**src/hw/rtl/tce_pkg.sv**
```systemverilog
// ----------------------------------------------------------------------------
// tce_pkg
// Shared types, codes and the AES S-box for the tweaked CMAC tag engine.
// ----------------------------------------------------------------------------
`default_nettype none

package tce_pkg;

    localparam int BLOCK_BITS  = 128;
    localparam int QUEUE_DEPTH = 4;
    localparam int QPTR_W      = $clog2(QUEUE_DEPTH);
    localparam int QCNT_W      = $clog2(QUEUE_DEPTH + 1);

    localparam logic       CMD_ABSORB = 1'b0;
    localparam logic       CMD_FINISH = 1'b1;

    localparam logic [1:0] REG_KEY_LOW  = 2'd0;
    localparam logic [1:0] REG_KEY_HIGH = 2'd1;
    localparam logic [1:0] REG_TWEAK    = 2'd2;

    localparam logic [7:0] PAD_BYTE  = 8'h80;
    localparam logic [7:0] DBL_POLY  = 8'h87;
    localparam logic [4:0] FULL_FILL = 5'd16;
    localparam logic [3:0] LAST_ROUND = 4'd10;

    typedef struct packed {
        logic       cmd;
        logic [7:0] data_byte;
    } t_item;

    typedef struct packed {
        logic  valid;
        t_item item;
    } t_qhead;

    localparam logic [7:0] SBOX [256] = '{
        8'h63,8'h7c,8'h77,8'h7b,8'hf2,8'h6b,8'h6f,8'hc5,8'h30,8'h01,8'h67,8'h2b,8'hfe,8'hd7,8'hab,8'h76,
        8'hca,8'h82,8'hc9,8'h7d,8'hfa,8'h59,8'h47,8'hf0,8'had,8'hd4,8'ha2,8'haf,8'h9c,8'ha4,8'h72,8'hc0,
        8'hb7,8'hfd,8'h93,8'h26,8'h36,8'h3f,8'hf7,8'hcc,8'h34,8'ha5,8'he5,8'hf1,8'h71,8'hd8,8'h31,8'h15,
        8'h04,8'hc7,8'h23,8'hc3,8'h18,8'h96,8'h05,8'h9a,8'h07,8'h12,8'h80,8'he2,8'heb,8'h27,8'hb2,8'h75,
        8'h09,8'h83,8'h2c,8'h1a,8'h1b,8'h6e,8'h5a,8'ha0,8'h52,8'h3b,8'hd6,8'hb3,8'h29,8'he3,8'h2f,8'h84,
        8'h53,8'hd1,8'h00,8'hed,8'h20,8'hfc,8'hb1,8'h5b,8'h6a,8'hcb,8'hbe,8'h39,8'h4a,8'h4c,8'h58,8'hcf,
        8'hd0,8'hef,8'haa,8'hfb,8'h43,8'h4d,8'h33,8'h85,8'h45,8'hf9,8'h02,8'h7f,8'h50,8'h3c,8'h9f,8'ha8,
        8'h51,8'ha3,8'h40,8'h8f,8'h92,8'h9d,8'h38,8'hf5,8'hbc,8'hb6,8'hda,8'h21,8'h10,8'hff,8'hf3,8'hd2,
        8'hcd,8'h0c,8'h13,8'hec,8'h5f,8'h97,8'h44,8'h17,8'hc4,8'ha7,8'h7e,8'h3d,8'h64,8'h5d,8'h19,8'h73,
        8'h60,8'h81,8'h4f,8'hdc,8'h22,8'h2a,8'h90,8'h88,8'h46,8'hee,8'hb8,8'h14,8'hde,8'h5e,8'h0b,8'hdb,
        8'he0,8'h32,8'h3a,8'h0a,8'h49,8'h06,8'h24,8'h5c,8'hc2,8'hd3,8'hac,8'h62,8'h91,8'h95,8'he4,8'h79,
        8'he7,8'hc8,8'h37,8'h6d,8'h8d,8'hd5,8'h4e,8'ha9,8'h6c,8'h56,8'hf4,8'hea,8'h65,8'h7a,8'hae,8'h08,
        8'hba,8'h78,8'h25,8'h2e,8'h1c,8'ha6,8'hb4,8'hc6,8'he8,8'hdd,8'h74,8'h1f,8'h4b,8'hbd,8'h8b,8'h8a,
        8'h70,8'h3e,8'hb5,8'h66,8'h48,8'h03,8'hf6,8'h0e,8'h61,8'h35,8'h57,8'hb9,8'h86,8'hc1,8'h1d,8'h9e,
        8'he1,8'hf8,8'h98,8'h11,8'h69,8'hd9,8'h8e,8'h94,8'h9b,8'h1e,8'h87,8'he9,8'hce,8'h55,8'h28,8'hdf,
        8'h8c,8'ha1,8'h89,8'h0d,8'hbf,8'he6,8'h42,8'h68,8'h41,8'h99,8'h2d,8'h0f,8'hb0,8'h54,8'hbb,8'h16
    };

    function automatic logic [7:0] xtime(input logic [7:0] v);
        return {v[6:0], 1'b0} ^ (v[7] ? 8'h1b : 8'h00);
    endfunction

    function automatic logic [BLOCK_BITS-1:0] dbl(input logic [BLOCK_BITS-1:0] v);
        return {v[BLOCK_BITS-2:0], 1'b0} ^ {{(BLOCK_BITS-8){1'b0}}, (v[BLOCK_BITS-1] ? DBL_POLY : 8'h00)};
    endfunction

endpackage

`default_nettype wire

```
**src/hw/rtl/tce_front.sv**
```systemverilog
// ----------------------------------------------------------------------------
// tce_front
// Input side: accept items and hold them in a short queue for the back end.
// ----------------------------------------------------------------------------
`default_nettype none

module tce_front (
    input  wire logic           i_clk,
    input  wire logic           i_rst_n,
    input  wire logic           i_in_valid,
    output logic                o_in_ready,
    input  wire tce_pkg::t_item i_item,
    output tce_pkg::t_qhead     o_head,
    input  wire logic           i_pop
);
    import tce_pkg::*;

    t_item               r_mem [QUEUE_DEPTH];
    logic [QPTR_W-1:0]   r_wptr, r_rptr;
    logic [QCNT_W-1:0]   r_count;
    logic                push;

    assign o_in_ready  = (r_count != QCNT_W'(QUEUE_DEPTH));
    assign push        = i_in_valid && o_in_ready;
    assign o_head.valid = (r_count != '0);
    assign o_head.item  = r_mem[r_rptr];

    always_ff @(posedge i_clk) begin
        if (push) begin
            r_mem[r_wptr] <= i_item;
        end
    end

    always_ff @(posedge i_clk) begin
        if (!i_rst_n) begin
            r_wptr  <= '0;
            r_rptr  <= '0;
            r_count <= '0;
        end else begin
            if (push) begin
                r_wptr <= r_wptr + 1'b1;
            end
            if (i_pop) begin
                r_rptr <= r_rptr + 1'b1;
            end
            r_count <= r_count + QCNT_W'(push) - QCNT_W'(i_pop);
        end
    end

endmodule

`default_nettype wire

```
**config.mk**
```make
export PLATFORM = sky130hd
export DESIGN_NAME = tce_front
export DESIGN_NICKNAME = d
export VERILOG_FILES = /design/src/hw/rtl/tce_pkg.sv /design/src/hw/rtl/tce_front.sv
export SDC_FILE = /design/constraint.sdc
export NUM_CORES = 1
export LEC_CHECK = 0
export ABC_CLOCK_PERIOD_IN_PS = 6600
export BUFFER_PORTS_ARGS = -buffer_cell sky130_fd_sc_hd__clkbuf_2
export CAP_MARGIN = 20
export CORE_ASPECT_RATIO = 1.1
export CORE_MARGIN = 5
export CORE_UTILIZATION = 45
export CTS_BUF_LIST = sky130_fd_sc_hd__clkbuf_4
export DETAILED_ROUTE_END_ITERATION = 7
export HOLD_SLACK_MARGIN = 0.02
export PLACE_DENSITY = 0.61
export SYNTH_ARGS = -nofsm -noshare
export SYNTH_HDL_FRONTEND = slang
export SYNTH_SLANG_ARGS = --single-unit
```
**constraint.sdc**
```tcl
create_clock -name i_clk -period 6.6 [get_ports i_clk]
set_input_delay 0.66 -clock i_clk [delete_from_list [all_inputs] [get_ports i_clk]]
set_output_delay 0.66 -clock i_clk [all_outputs]
set_load 0.05 [all_outputs]
```
==> results.ini <==
[setup_path]
path_class = reg2out
r2r_start = r_count[1]
start_kind = register
timing.rr.end = r_count[2]
crit_required_ns = 5.94
critical_path_arrival_ns = 1.94
worstSetupEndpointType = output port
r2r_slack_ns = 4.34
crit_end = o_head[8]
cp_max_fo = 9
worstRegToRegCells = 11

[place]
placed_cell_area_um2 = 1920
portBuffers = 23
dp_hpwl_um = 1820
routabilityCongestion = 0.668
dp_cells = 164

[clock_tree]
cts_tree = done
numCtsBuffers = 5
clk_latency_ns = 0.36
clk_pin_slew_worst_paths_ns = 0.14
cts_sinks = 45
cts_max_level = 2
ctsHoldBuffers = 0
cts_buffer_depth = 2
ctsResizeCount = 0
cts_setup_buffers = 0
cts_root_buffer = clkbuf_4

[synth]
yosysTopAreaCell = edfxtp_1
synth_seq_cells = 45
synth-seq-area-share_pct = 71.7
synth_nets = 114
synthCells = 94
synthTopCellsByArea = edfxtp_1 61%, mux4_2 12%, dfxtp_1 10%
netlist.area_leader.share_pct = 61.5
yosysUniqueCellTypes = 18
yosys_warnings = 0
synth_area_per_cell_um2 = 18.7
synth_area_um2 = 1760

[final_layout]
layout.cells.most_common_list = 36 x edfxtp_1, 23 x clkbuf_2, 9 x mux4_2, 9 x and2_1, 9 x dfxtp_1
fin_nets = 141
layout-drive-gt1-share_pct = 33.6
fin_area_um2 = 1980
diodes = 0
syn_to_final_growth_pct = 12.3
final_common_cell = edfxtp_1
final_cells = 172

[grt]
grt_pass1_wl_um = 4440
antenna_found_initial = 0
grt_pass1_vias = 925
grt_max_degree = 16
grt_use_total_pct = 11.6
grt-ovfl-total = 0

[floorplan]
rows = 23
io_pins = 24
initial_core_util_pct = 47.4
die_area_um2 = 5260
die_w_um = 69.6
die_h_um = 75.6
core_area_um2 = 3710

[power]
clkPwrFrac_pct = 19.7
p_int_mw = 0.442
netSwitchingPower_mw = 0.223
p_seq_share_pct = 54.5
vdd_drop_max_uv = 192
combPwrFrac_pct = 25.8
power.leakage_nw = 0.716
power_density_nw_per_um2 = 337
swShare_pct = 33.6
total_power_mw = 0.666

[sta]
fin_skew_ns = 0.0146
drv_slew = 0
fin_tns_setup_ns = 0
period_share_pct = 39.4
rsz0062_at_grt = no
hold_viol_final = 0
fin_crit_ns = 2.60
slew_headroom_pct = 58.8
worstMarginPinSlew_ns = 0.617
fmax_ghz = 0.384
setup_violations = 0
hold_ws_ns = 0.507

[worst_hold_path]
min_from = i_item[2]
hold_depth = 1
holdCritPathClass = in2reg

[routing]
viasPerCell = 4.96
drt_iter0_markers = 63
wl_um = 2570
dr.pass1.iters = 4
drc = 0
ant_nets = 0
wl_per_cell_um = 15.0
vias = 853

[outcome]
status = complete, no violations

[job]
drv_cap = 0

## cell usage after synthesis
cell / instances
mux4_2: 9
inv_1: 5
xnor2_1: 3
nor2b_1: 1
edfxtp_1: 36
xor2_1: 1
dfxtp_1: 9
clkbuf_1: 1
clkbuf_2: 1
ha_1: 6
buf_6: 1
mux2i_1: 2
nand2_1: 6
fa_1: 1
a21boi_2: 1
or3_1: 1
nor2_1: 1
and2_1: 9
## state kept, by name, indices dropped and copies added, names as in the netlist, named ones only
| register | cells |
|---|---|
| r_wptr | 2 |
| r_rptr | 2 |
| r_mem | 36 |
| r_count | 3 |
## worst min-delay path by stage
stage,end,slack [ns]
floorplan,r_wptr[1],0.47
finish,r_mem[2][2],0.51
global placement,r_wptr[1],0.49
CTS,r_mem[0][0],0.49
global route,r_mem[2][2],0.47
detailed placement,r_wptr[0],0.50
## logic make-up after synthesis
group / share of synthesized area, %
compound gates: 0.640
fa+ha+maj: 5.41
buf+inv: 2.20
simple gates: 5.41
flops: 71.7
xor+xnor: 1.99
mux: 12.7
## area by class of cell
cell class	count	area [um2]
Clock buffer	5	37.5
Clock inverter	3	21.3
Fill cell	319	1740
Inverter	5	18.8
Multi-Input combinational cell	41	459
Sequential cell	45	1260
Tap cell	50	62.6
Timing Repair Buffer	23	115
## routing by layer
layer / up-vias / track usage [%] / part of all wire (%)
met4: 0 / 5.11 / 1.9
li1: 405 / - / -
met5: - / 0 / 0
met1: 417 / 12.7 / 40
met3: 5 / 4.75 / 7.0
met2: 26 / 20.2 / 51
## worst max-delay path, stage by stage (launching register included)
cell	delay (ns)
dfxtp_1	0.74
mux4_2	0.58
clkbuf_2	0.25
## stage by stage
step,util (%),worst slack [ns]
3_5_place_dp,51.6,4.09
4_1_cts,53.2,3.91
2_1_floorplan,-,4.28
3_3_place_gp,51.6,4.13
5_1_grt,53.2,3.83
6_report,53.2,4.00
## power by group through the flow
stage	Clock [mW]	Sequential (mW)	Combinational, mW
after floorplan	0	0.360	0.146
after global placement	0	0.368	0.173
after detailed placement	0	0.370	0.175
after CTS	0.136	0.364	0.175
after global routing	0.149	0.368	0.189
final	0.131	0.363	0.172
(Power assumes the default switching activity.)
